===== config.mk =====
export PLATFORM = sky130hd
export DESIGN_NAME = note_event_debouncer
export DESIGN_NICKNAME = d
export VERILOG_FILES = /design/src/nted_pkg.sv /design/src/note_event_debouncer.sv /design/src/nted_cfg.sv /design/src/nted_core.sv
export SDC_FILE = /design/constraint.sdc
export NUM_CORES = 1
export LEC_CHECK = 0
export BUFFER_PORTS_ARGS = -buffer_cell sky130_fd_sc_hd__buf_2
export CORE_ASPECT_RATIO = 0.7
export CORE_UTILIZATION = 55
export CTS_BUF_LIST = sky130_fd_sc_hd__clkbuf_4 sky130_fd_sc_hd__clkbuf_8 sky130_fd_sc_hd__clkbuf_16
export CTS_CLUSTER_DIAMETER = 200
export DETAILED_ROUTE_END_ITERATION = 16
export GPL_TIMING_DRIVEN = 0
export PLACE_DENSITY = 0.88
export SETUP_SLACK_MARGIN = 0.02
export SLEW_MARGIN = 20
export SYNTH_ARGS = -nofsm -noshare
export SYNTH_HDL_FRONTEND = slang
export SYNTH_SLANG_ARGS = --single-unit

===== constraint.sdc =====
create_clock -name clk_i -period 5.35 [get_ports clk_i]
set_input_delay 1.07 -clock clk_i [delete_from_list [all_inputs] [get_ports clk_i]]
set_output_delay 1.07 -clock clk_i [all_outputs]
set_load 0.05 [all_outputs]

===== src/nted_pkg.sv =====
// Package for the note event debouncer: payload structs, mode encoding,
// configuration register indexes and reset values. No dependencies.
`default_nettype none

package nted_pkg;

  typedef struct packed {
    logic [6:0]  note_number;
    logic [6:0]  velocity;
    logic [6:0]  expression;
    logic [13:0] pitch_bend;
  } in_item_t;

  typedef struct packed {
    logic [6:0]  out_note;
    logic [6:0]  out_velocity;
    logic [6:0]  out_expression;
    logic [13:0] out_bend;
  } out_item_t;

  typedef enum logic [1:0] {
    MODE_HOLD_NOTE     = 2'd0,
    MODE_HOLD_MUTE     = 2'd1,
    MODE_CHANGING_NOTE = 2'd2,
    MODE_CHANGING_MUTE = 2'd3
  } mode_e;

  typedef struct packed {
    logic [7:0]  hold_count;
    logic [7:0]  large_jump_count;
    logic [6:0]  max_semitone_step;
    logic [13:0] bend_change_step;
    logic [6:0]  expression_change_step;
  } cfg_t;

  localparam int unsigned CfgIdxW   = 3;
  localparam int unsigned CfgDataW  = 14;

  localparam logic [CfgIdxW-1:0] CFG_HOLD_COUNT        = 3'd0;
  localparam logic [CfgIdxW-1:0] CFG_LARGE_JUMP_COUNT  = 3'd1;
  localparam logic [CfgIdxW-1:0] CFG_MAX_SEMITONE_STEP = 3'd2;
  localparam logic [CfgIdxW-1:0] CFG_BEND_CHANGE_STEP  = 3'd3;
  localparam logic [CfgIdxW-1:0] CFG_EXPR_CHANGE_STEP  = 3'd4;

  localparam logic [7:0]  HOLD_COUNT_RST        = 8'd3;
  localparam logic [7:0]  LARGE_JUMP_COUNT_RST  = 8'd6;
  localparam logic [6:0]  MAX_SEMITONE_STEP_RST = 7'd2;
  localparam logic [13:0] BEND_CHANGE_STEP_RST  = 14'd1600;
  localparam logic [6:0]  EXPR_CHANGE_STEP_RST  = 7'd5;

  localparam logic [7:0]  RUN_COUNT_MAX = 8'd255;

endpackage

`default_nettype wire


===== src/note_event_debouncer.sv =====
// Top level of the note event debouncer: input register, debounce core,
// result register and configuration registers. Uses nted_pkg, nted_cfg, nted_core.
//
//   channel  | direction | handshake                 | payload
//   ---------+-----------+---------------------------+-----------------------
//   in       | into      | in_valid_i / in_stall_o   | in_item_i  (in_item_t)
//   out      | out of    | out_valid_o / out_stall_i | out_item_o (out_item_t)
//   cfg      | into      | cfg_we_i, cfg_idx_i       | cfg_wdata_i (14 bit)
//
// An event is taken into the input register; once the result register is free,
// the core decides on it and loads the result register when a note or mute is
// emitted. Throughput is one event per cycle while out_stall_i does not hold the
// result register, set by the single pass through the core's state update.
// Reset puts the machine in changing-note mode with run count one and loads
// the configuration reset values. The input is stalled only while an event
// waits in the input register and the result register is held by out_stall_i.
`default_nettype none

module note_event_debouncer (
  input  wire logic                            clk_i,
  input  wire logic                            rst_ni,
  input  wire logic                            in_valid_i,
  output logic                                 in_stall_o,
  input  wire nted_pkg::in_item_t              in_item_i,
  output logic                                 out_valid_o,
  input  wire logic                            out_stall_i,
  output nted_pkg::out_item_t                  out_item_o,
  input  wire logic                            cfg_we_i,
  input  wire logic [nted_pkg::CfgIdxW-1:0]    cfg_idx_i,
  input  wire logic [nted_pkg::CfgDataW-1:0]   cfg_wdata_i
);

  nted_pkg::cfg_t      cfg;
  nted_pkg::in_item_t  in_item_q;
  nted_pkg::out_item_t out_item_q, result;
  logic                in_vld_d, in_vld_q, out_vld_d, out_vld_q;
  logic                in_accept, out_free, advance, emit;

  // The result register can take a new transaction when empty or being drained.
  assign out_free   = !out_vld_q || !out_stall_i;
  assign advance    = in_vld_q && out_free;
  assign in_stall_o = in_vld_q && !out_free;
  assign in_accept  = in_valid_i && !in_stall_o;

  nted_cfg u_cfg (
    .clk_i       (clk_i),
    .rst_ni      (rst_ni),
    .cfg_we_i    (cfg_we_i),
    .cfg_idx_i   (cfg_idx_i),
    .cfg_wdata_i (cfg_wdata_i),
    .cfg_o       (cfg)
  );

  nted_core u_core (
    .clk_i    (clk_i),
    .rst_ni   (rst_ni),
    .step_i   (advance),
    .item_i   (in_item_q),
    .cfg_i    (cfg),
    .emit_o   (emit),
    .result_o (result)
  );

  // Input register: load on accept, drop once the core has consumed it.
  always_comb begin
    in_vld_d = in_vld_q;
    if (in_accept) begin
      in_vld_d = 1'b1;
    end else if (advance) begin
      in_vld_d = 1'b0;
    end
  end

  // Result register: hold while stalled, otherwise take the core's decision.
  always_comb begin
    out_vld_d = out_vld_q;
    if (out_free) begin
      out_vld_d = advance && emit;
    end
  end

  always_ff @(posedge clk_i or negedge rst_ni) begin
    if (!rst_ni) begin
      in_vld_q  <= 1'b0;
      out_vld_q <= 1'b0;
    end else begin
      in_vld_q  <= in_vld_d;
      out_vld_q <= out_vld_d;
    end
  end

  always_ff @(posedge clk_i) begin
    if (in_accept) begin
      in_item_q <= in_item_i;
    end
    if (advance && emit) begin
      out_item_q <= result;
    end
  end

  assign out_valid_o = out_vld_q;
  assign out_item_o  = out_item_q;

endmodule

`default_nettype wire


===== src/nted_cfg.sv =====
// Configuration register file of the note event debouncer.
// Depends on nted_pkg for the register indexes, reset values and cfg_t.
`default_nettype none

module nted_cfg (
  input  wire logic                            clk_i,
  input  wire logic                            rst_ni,
  input  wire logic                            cfg_we_i,
  input  wire logic [nted_pkg::CfgIdxW-1:0]    cfg_idx_i,
  input  wire logic [nted_pkg::CfgDataW-1:0]   cfg_wdata_i,
  output nted_pkg::cfg_t                       cfg_o
);

  nted_pkg::cfg_t cfg_d, cfg_q;

  always_comb begin
    cfg_d = cfg_q;
    if (cfg_we_i) begin
      unique case (cfg_idx_i)
        nted_pkg::CFG_HOLD_COUNT:        cfg_d.hold_count = cfg_wdata_i[7:0];
        nted_pkg::CFG_LARGE_JUMP_COUNT:  cfg_d.large_jump_count = cfg_wdata_i[7:0];
        nted_pkg::CFG_MAX_SEMITONE_STEP: cfg_d.max_semitone_step = cfg_wdata_i[6:0];
        nted_pkg::CFG_BEND_CHANGE_STEP:  cfg_d.bend_change_step = cfg_wdata_i[13:0];
        nted_pkg::CFG_EXPR_CHANGE_STEP:  cfg_d.expression_change_step = cfg_wdata_i[6:0];
        default: ;
      endcase
    end
  end

  always_ff @(posedge clk_i or negedge rst_ni) begin
    if (!rst_ni) begin
      cfg_q.hold_count             <= nted_pkg::HOLD_COUNT_RST;
      cfg_q.large_jump_count       <= nted_pkg::LARGE_JUMP_COUNT_RST;
      cfg_q.max_semitone_step      <= nted_pkg::MAX_SEMITONE_STEP_RST;
      cfg_q.bend_change_step       <= nted_pkg::BEND_CHANGE_STEP_RST;
      cfg_q.expression_change_step <= nted_pkg::EXPR_CHANGE_STEP_RST;
    end else begin
      cfg_q <= cfg_d;
    end
  end

  assign cfg_o = cfg_q;

endmodule

`default_nettype wire


===== src/nted_core.sv =====
// Debounce state machine: mode, run counter, peaks, candidate and held event.
// Depends on nted_pkg for in_item_t, out_item_t, cfg_t and mode_e.
`default_nettype none

module nted_core (
  input  wire logic                clk_i,
  input  wire logic                rst_ni,
  input  wire logic                step_i,
  input  wire nted_pkg::in_item_t  item_i,
  input  wire nted_pkg::cfg_t      cfg_i,
  output logic                     emit_o,
  output nted_pkg::out_item_t      result_o
);

  nted_pkg::mode_e mode_d, mode_q;
  logic [7:0]  run_d, run_q, run_inc;
  logic [6:0]  peak_vel_d, peak_vel_q, peak_expr_d, peak_expr_q;
  logic [6:0]  cand_note_d, cand_note_q, cand_vel_d, cand_vel_q;
  logic [6:0]  cand_expr_d, cand_expr_q;
  logic [13:0] cand_bend_d, cand_bend_q;
  logic [6:0]  held_note_d, held_note_q, held_vel_d, held_vel_q;
  logic [6:0]  held_expr_d, held_expr_q;
  logic [13:0] held_bend_d, held_bend_q;
  logic [6:0]  note_diff, expr_diff;
  logic [13:0] bend_diff;
  logic        small_jump, count_met, bend_moved, expr_moved;
  logic [6:0]  n, v, e;
  logic [13:0] b;

  assign n = item_i.note_number;
  assign v = item_i.velocity;
  assign e = item_i.expression;
  assign b = item_i.pitch_bend;

  assign run_inc    = (run_q == nted_pkg::RUN_COUNT_MAX) ? run_q : run_q + 8'd1;
  assign note_diff  = (held_note_q > n) ? held_note_q - n : n - held_note_q;
  assign expr_diff  = (held_expr_q > e) ? held_expr_q - e : e - held_expr_q;
  assign bend_diff  = (held_bend_q > b) ? held_bend_q - b : b - held_bend_q;
  assign small_jump = note_diff <= cfg_i.max_semitone_step;
  assign bend_moved = bend_diff >= cfg_i.bend_change_step;
  assign expr_moved = expr_diff >= cfg_i.expression_change_step;

  always_comb begin
    mode_d      = mode_q;
    run_d       = run_q;
    peak_vel_d  = peak_vel_q;
    peak_expr_d = peak_expr_q;
    cand_note_d = cand_note_q;
    cand_vel_d  = cand_vel_q;
    cand_expr_d = cand_expr_q;
    cand_bend_d = cand_bend_q;
    held_note_d = held_note_q;
    held_vel_d  = held_vel_q;
    held_expr_d = held_expr_q;
    held_bend_d = held_bend_q;
    count_met   = 1'b0;
    emit_o      = 1'b0;

    unique case (mode_q)
      nted_pkg::MODE_CHANGING_NOTE: begin
        if (v == 7'd0) begin
          mode_d = (held_vel_q == 7'd0) ? nted_pkg::MODE_HOLD_MUTE
                                        : nted_pkg::MODE_CHANGING_MUTE;
          run_d  = 8'd1;
        end else if (n != cand_note_q && n == held_note_q) begin
          // back to the held note: drop the run
          mode_d      = nted_pkg::MODE_HOLD_NOTE;
          run_d       = 8'd1;
          peak_vel_d  = 7'd0;
          peak_expr_d = 7'd0;
        end else begin
          if (n == cand_note_q) begin
            run_d = run_inc;
            if (v > peak_vel_q) begin
              peak_vel_d  = v;
              peak_expr_d = e;
            end
          end else begin
            cand_note_d = n;
            cand_vel_d  = v;
            cand_expr_d = e;
            cand_bend_d = b;
            run_d       = 8'd1;
            peak_vel_d  = v;
            peak_expr_d = e;
          end
          count_met = ((run_d >= cfg_i.hold_count) &&
                       (small_jump || held_note_q == 7'd0)) ||
                      ((run_d >= cfg_i.large_jump_count) && !small_jump);
          if (count_met) begin
            held_note_d = cand_note_d;
            held_bend_d = cand_bend_d;
            held_vel_d  = peak_vel_d;
            held_expr_d = peak_expr_d;
            mode_d      = nted_pkg::MODE_HOLD_NOTE;
            emit_o      = 1'b1;
          end
        end
      end
      nted_pkg::MODE_CHANGING_MUTE: begin
        if (v != 7'd0 && n == held_note_q) begin
          mode_d      = nted_pkg::MODE_HOLD_NOTE;
          run_d       = 8'd1;
          peak_vel_d  = 7'd0;
          peak_expr_d = 7'd0;
        end else begin
          if (v == 7'd0) begin
            run_d = run_inc;
          end else begin
            cand_note_d = n;
            cand_vel_d  = v;
            cand_expr_d = e;
            cand_bend_d = b;
            run_d       = 8'd1;
            peak_vel_d  = v;
            peak_expr_d = e;
            mode_d      = nted_pkg::MODE_CHANGING_NOTE;
          end
          if (run_d >= cfg_i.hold_count) begin
            held_note_d = n;
            held_vel_d  = v;
            held_expr_d = e;
            held_bend_d = b;
            mode_d      = nted_pkg::MODE_HOLD_MUTE;
            emit_o      = 1'b1;
          end
        end
      end
      nted_pkg::MODE_HOLD_NOTE: begin
        if (n != held_note_q) begin
          cand_note_d = n;
          cand_vel_d  = v;
          cand_expr_d = e;
          cand_bend_d = b;
          run_d       = 8'd1;
          peak_vel_d  = v;
          peak_expr_d = e;
          mode_d      = nted_pkg::MODE_CHANGING_NOTE;
        end else if (bend_moved || expr_moved) begin
          held_bend_d = b;
          held_vel_d  = v;
          held_expr_d = e;
          emit_o      = 1'b1;
        end
      end
      nted_pkg::MODE_HOLD_MUTE: begin
        if (v != 7'd0) begin
          cand_note_d = n;
          cand_vel_d  = v;
          cand_expr_d = e;
          cand_bend_d = b;
          run_d       = 8'd1;
          peak_vel_d  = v;
          peak_expr_d = e;
          mode_d      = nted_pkg::MODE_CHANGING_NOTE;
        end
      end
      default: ;
    endcase
  end

  always_ff @(posedge clk_i or negedge rst_ni) begin
    if (!rst_ni) begin
      mode_q      <= nted_pkg::MODE_CHANGING_NOTE;
      run_q       <= 8'd1;
      peak_vel_q  <= 7'd0;
      peak_expr_q <= 7'd0;
      cand_note_q <= 7'd0;
      cand_vel_q  <= 7'd0;
      cand_expr_q <= 7'd0;
      cand_bend_q <= 14'd0;
      held_note_q <= 7'd0;
      held_vel_q  <= 7'd0;
      held_expr_q <= 7'd0;
      held_bend_q <= 14'd0;
    end else if (step_i) begin
      mode_q      <= mode_d;
      run_q       <= run_d;
      peak_vel_q  <= peak_vel_d;
      peak_expr_q <= peak_expr_d;
      cand_note_q <= cand_note_d;
      cand_vel_q  <= cand_vel_d;
      cand_expr_q <= cand_expr_d;
      cand_bend_q <= cand_bend_d;
      held_note_q <= held_note_d;
      held_vel_q  <= held_vel_d;
      held_expr_q <= held_expr_d;
      held_bend_q <= held_bend_d;
    end
  end

  assign result_o.out_note       = held_note_d;
  assign result_o.out_velocity   = held_vel_d;
  assign result_o.out_expression = held_expr_d;
  assign result_o.out_bend       = held_bend_d;

endmodule

`default_nettype wire


==> flow_summary.json <==
{
  "start_util": 0.560,
  "finalSetupViolations": 0,
  "finalHoldViolCount": 0,
  "dieHeight_um": 126,
  "routabilityCongestion": 0.923,
  "hold_buffers": 0,
  "r2r_end": "out_item_o[4]$_DFFE_PP_",
  "fin_nets": 1479,
  "synth_ff_type": "dfrtp_1",
  "route.vias.total": 9604,
  "clk-insertion-delay-late_ns": 0.45,
  "outcome": "completed",
  "first_iter_violations": 1040,
  "critPathLaunch": "in_item_q[32]$_DFFE_PP_",
  "synth_area_leaders": "dfrtp_1 (24%), edfxtp_1 (17%), ha_1 (12%), nand2_1 (4.0%), inv_1 (3.8%)",
  "path_buf_inv": 4,
  "yosys.area.top_type": "dfrtp_1",
  "min_period_ns": 5.10,
  "period_share": 0.952,
  "layout-drive-gt1-share": 0.189,
  "arrival_ns": 5.41,
  "synth-edff-count": 70,
  "antenna_left": 0,
  "cts_tree": "done",
  "async_reset_ff_frac": 0.643,
  "wire_per_inst_um": 18.5,
  "dp_cells": 1553,
  "cp.required_ns": 5.66,
  "worst_slew_pin_slew_ns": 0.788,
  "syn_inst": 1176,
  "die_w_um": 179,
  "grt_util_all_layers": 0.267,
  "slew_headroom": 0.473,
  "path_clk_slew_ns": 0.08,
  "yosysUniqueCellTypes": 79,
  "utilization": 0.636,
  "critPathMaxStageDelay_ns": 0.53,
  "synth_nets": 1352,
  "cts_max_level": 4,
  "core-area_um2": 21600,
  "cp_max_fo": 10,
  "drt_wl_total_um": 29600,
  "syn_to_final_growth_pct": 13.5,
  "r2r_slack_ns": 0.25,
  "grt_overflow": 0,
  "skew_ns": 0.0127,
  "drc": 0,
  "crit_family": "compound AO/OA/AOI/OAI gates",
  "avgViaCountPerCell": 6.01,
  "final_area_um2": 13800,
  "syn_area_um2": 12100,
  "avgSynthCellArea_um2": 10.3,
  "worstPathCellList": "inv_1 > ha_1 > buf_2 > nand2_2 > or3_1 > a41oi_4 > mux2_2 > a221oi_1 > nand3_1 > ha_1 > nand4_1 > nor2_1 > a41o_1 > a21oi_2 > a2bb2oi_4 > o211ai_4 > buf_2 > buf_2 > nand2_1 > nand2_1",
  "fmax_mhz": 196,
  "cts_buffers": 17,
  "reg2reg_from": "in_item_q[32]$_DFFE_PP_",
  "final_cell_mix": "nand2_1 (130), inv_1 (121), dfrtp_1 (114)",
  "firstDrtPassIters": 8,
  "grt_max_degree": 96,
  "yosys_register_bits": 196,
  "clock-root-buffer": "clkbuf_16",
  "clockBufferDepth": 2,
  "grt_pass1_vias": 9347,
  "final_common_cell": "nand2_1",
  "finalMaxSlewViolations": 0,
  "max-cap-violations": 0,
  "fill_cells": 1681,
  "fp-row-count": 45,
  "hold_class": "input pin to async pin",
  "cp.depth": 20,
  "critPathKind": "flip-flop to flip-flop",
  "synth.top_cell.area_share": 0.235,
  "power_density_nw_per_um2": 422,
  "dpl_cell_area_um2": 13000,
  "place.port_buffers": 93,
  "crit_top_cell": "buf_2",
  "cp-end-kind": "flip-flop",
  "grt_pass1_wl_um": 47900,
  "cts_sinks": 196,
  "ir_drop_mv": 0.297,
  "reg2reg_depth": 20,
  "fin_cells": 1599,
  "hpwl_um": 21800,
  "critPathSlowestCell": "or3_1",
  "startpoint_type": "flip-flop",
  "antenna_found_initial": 0,
  "dieArea_um2": 22600,
  "seq_area_frac_synth": 0.435,
  "power_leakage_nw": 6.57,
  "endpoint": "out_item_o[4]$_DFFE_PP_",
  "io_pins": 94,
  "yosys_warnings": 0
}
flip-flops by register name (all words and copies together) (netlist names), 8 cells and up:
register,flops
out_item_o,35
u_core.run_q,8
u_core.held_bend_q,14
u_cfg.cfg_o,44
in_item_q,35
u_core.cand_bend_q,14
report_power, final:
group	leakage [nW]	internal [mW]	total [mW]	switching, mW
Combinational	4.07	1.08	2.46	1.38
Clock	0.286	0.638	1.27	0.628
Sequential	2.21	1.85	2.07	0.222
Total	6.57	3.57	5.80	2.23
worst min-delay path by stage:
stage | from | end | cells past startpoint
5_1_grt | rst_ni | u_cfg.cfg_o[20]$_DFFE_PN0P_ | 1
4_1_cts | rst_ni | u_cfg.cfg_o[20]$_DFFE_PN0P_ | 1
6_report | rst_ni | u_cfg.cfg_o[18]$_DFFE_PN0P_ | 1
3_5_place_dp | u_core.cand_note_q[6]$_DFFE_PN0P_ | u_core.cand_note_q[6]$_DFFE_PN0P_ | 2
3_3_place_gp | u_core.cand_note_q[4]$_DFFE_PN0P_ | u_core.cand_note_q[4]$_DFFE_PN0P_ | 2
2_1_floorplan | u_core.cand_note_q[4]$_DFFE_PN0P_ | u_core.cand_note_q[4]$_DFFE_PN0P_ | 2
logic make-up (layout without fill, tap and decap cells):
| kind of cell | after synthesis | after routing | share of synthesized area |
|---|---|---|---|
| DFF | 196 | 196 | 0.435 |
| and+or+nand+nor | 303 | 303 | 0.123 |
| buffers and inverters | 171 | 311 | 0.0602 |
| muxes | 54 | 54 | 0.0486 |
| adders and majority gates | 119 | 119 | 0.127 |
| AOI/OAI and AO/OA | 301 | 301 | 0.183 |
| xor gates and xnor gates | 32 | 32 | 0.0231 |
| other | 0 | 1 | 0 |
layout make-up:
class / instances / area [um^2] / area share
Clock inverter: 13 / 120 / 0.00873
Sequential cell: 196 / 5270 / 0.383
Buffer: 48 / 270 / 0.0196
Timing Repair Buffer: 109 / 641 / 0.0466
Clock buffer: 19 / 453 / 0.0329
Inverter: 122 / 463 / 0.0337
Antenna cell: 1 / 2.50 / 0.000182
Tap cell: 282 / 353 / 0.0257
Multi-Input combinational cell: 809 / 6180 / 0.450
cells in the mapped netlist, types with 20 or more instances:
master    number
xnor2_1       20
and3_1        34
o21ai_0       55
mux2_2        37
a22oi_1       29
ha_1         113
nand2_1      130
dfrtp_1      114
a221o_1       35
a21o_1        41
nand3_1       20
nor2_1        41
clkbuf_1      21
inv_1        122
a21oi_1       50
edfxtp_1      70
repair_timing:
| item | 4_1_cts | 5_1_grt |
|---|---|---|
| hold endpoints to repair | 0 | 0 |
| endpoints found under the setup margin | 89 | 104 |
| gates resized for setup | 7 | 10 |
| setup buffers | 2 | 12 |
| pin swaps | 1 | 7 |
routing by layer:
metal | track usage | up-vias | wire length, um
met5 | 0 | - | 0
met4 | 0.0664 | 0 | 425
met3 | 0.0552 | 34 | 1790
met2 | 0.425 | 352 | 13500
met1 | 0.375 | 4721 | 13900
li1 | - | 4497 | -
stage by stage:
stage / TNS [ns] / hold slack (ns) / total power [mW] / setup slack (ns)
after CTS: 0 / 0.477 / 5.71 / 0.0921
after floorplan: 0 / 0.470 / 3.81 / 0.110
after global routing: -1.43 / 0.478 / 6.18 / -0.0515
after global placement: -30.20 / 0.490 / 4.29 / -0.819
final: 0 / 0.478 / 5.80 / 0.254
after detailed placement: -17.07 / 0.493 / 4.41 / -0.407
Note: power is estimated with default switching activity, not from simulation.
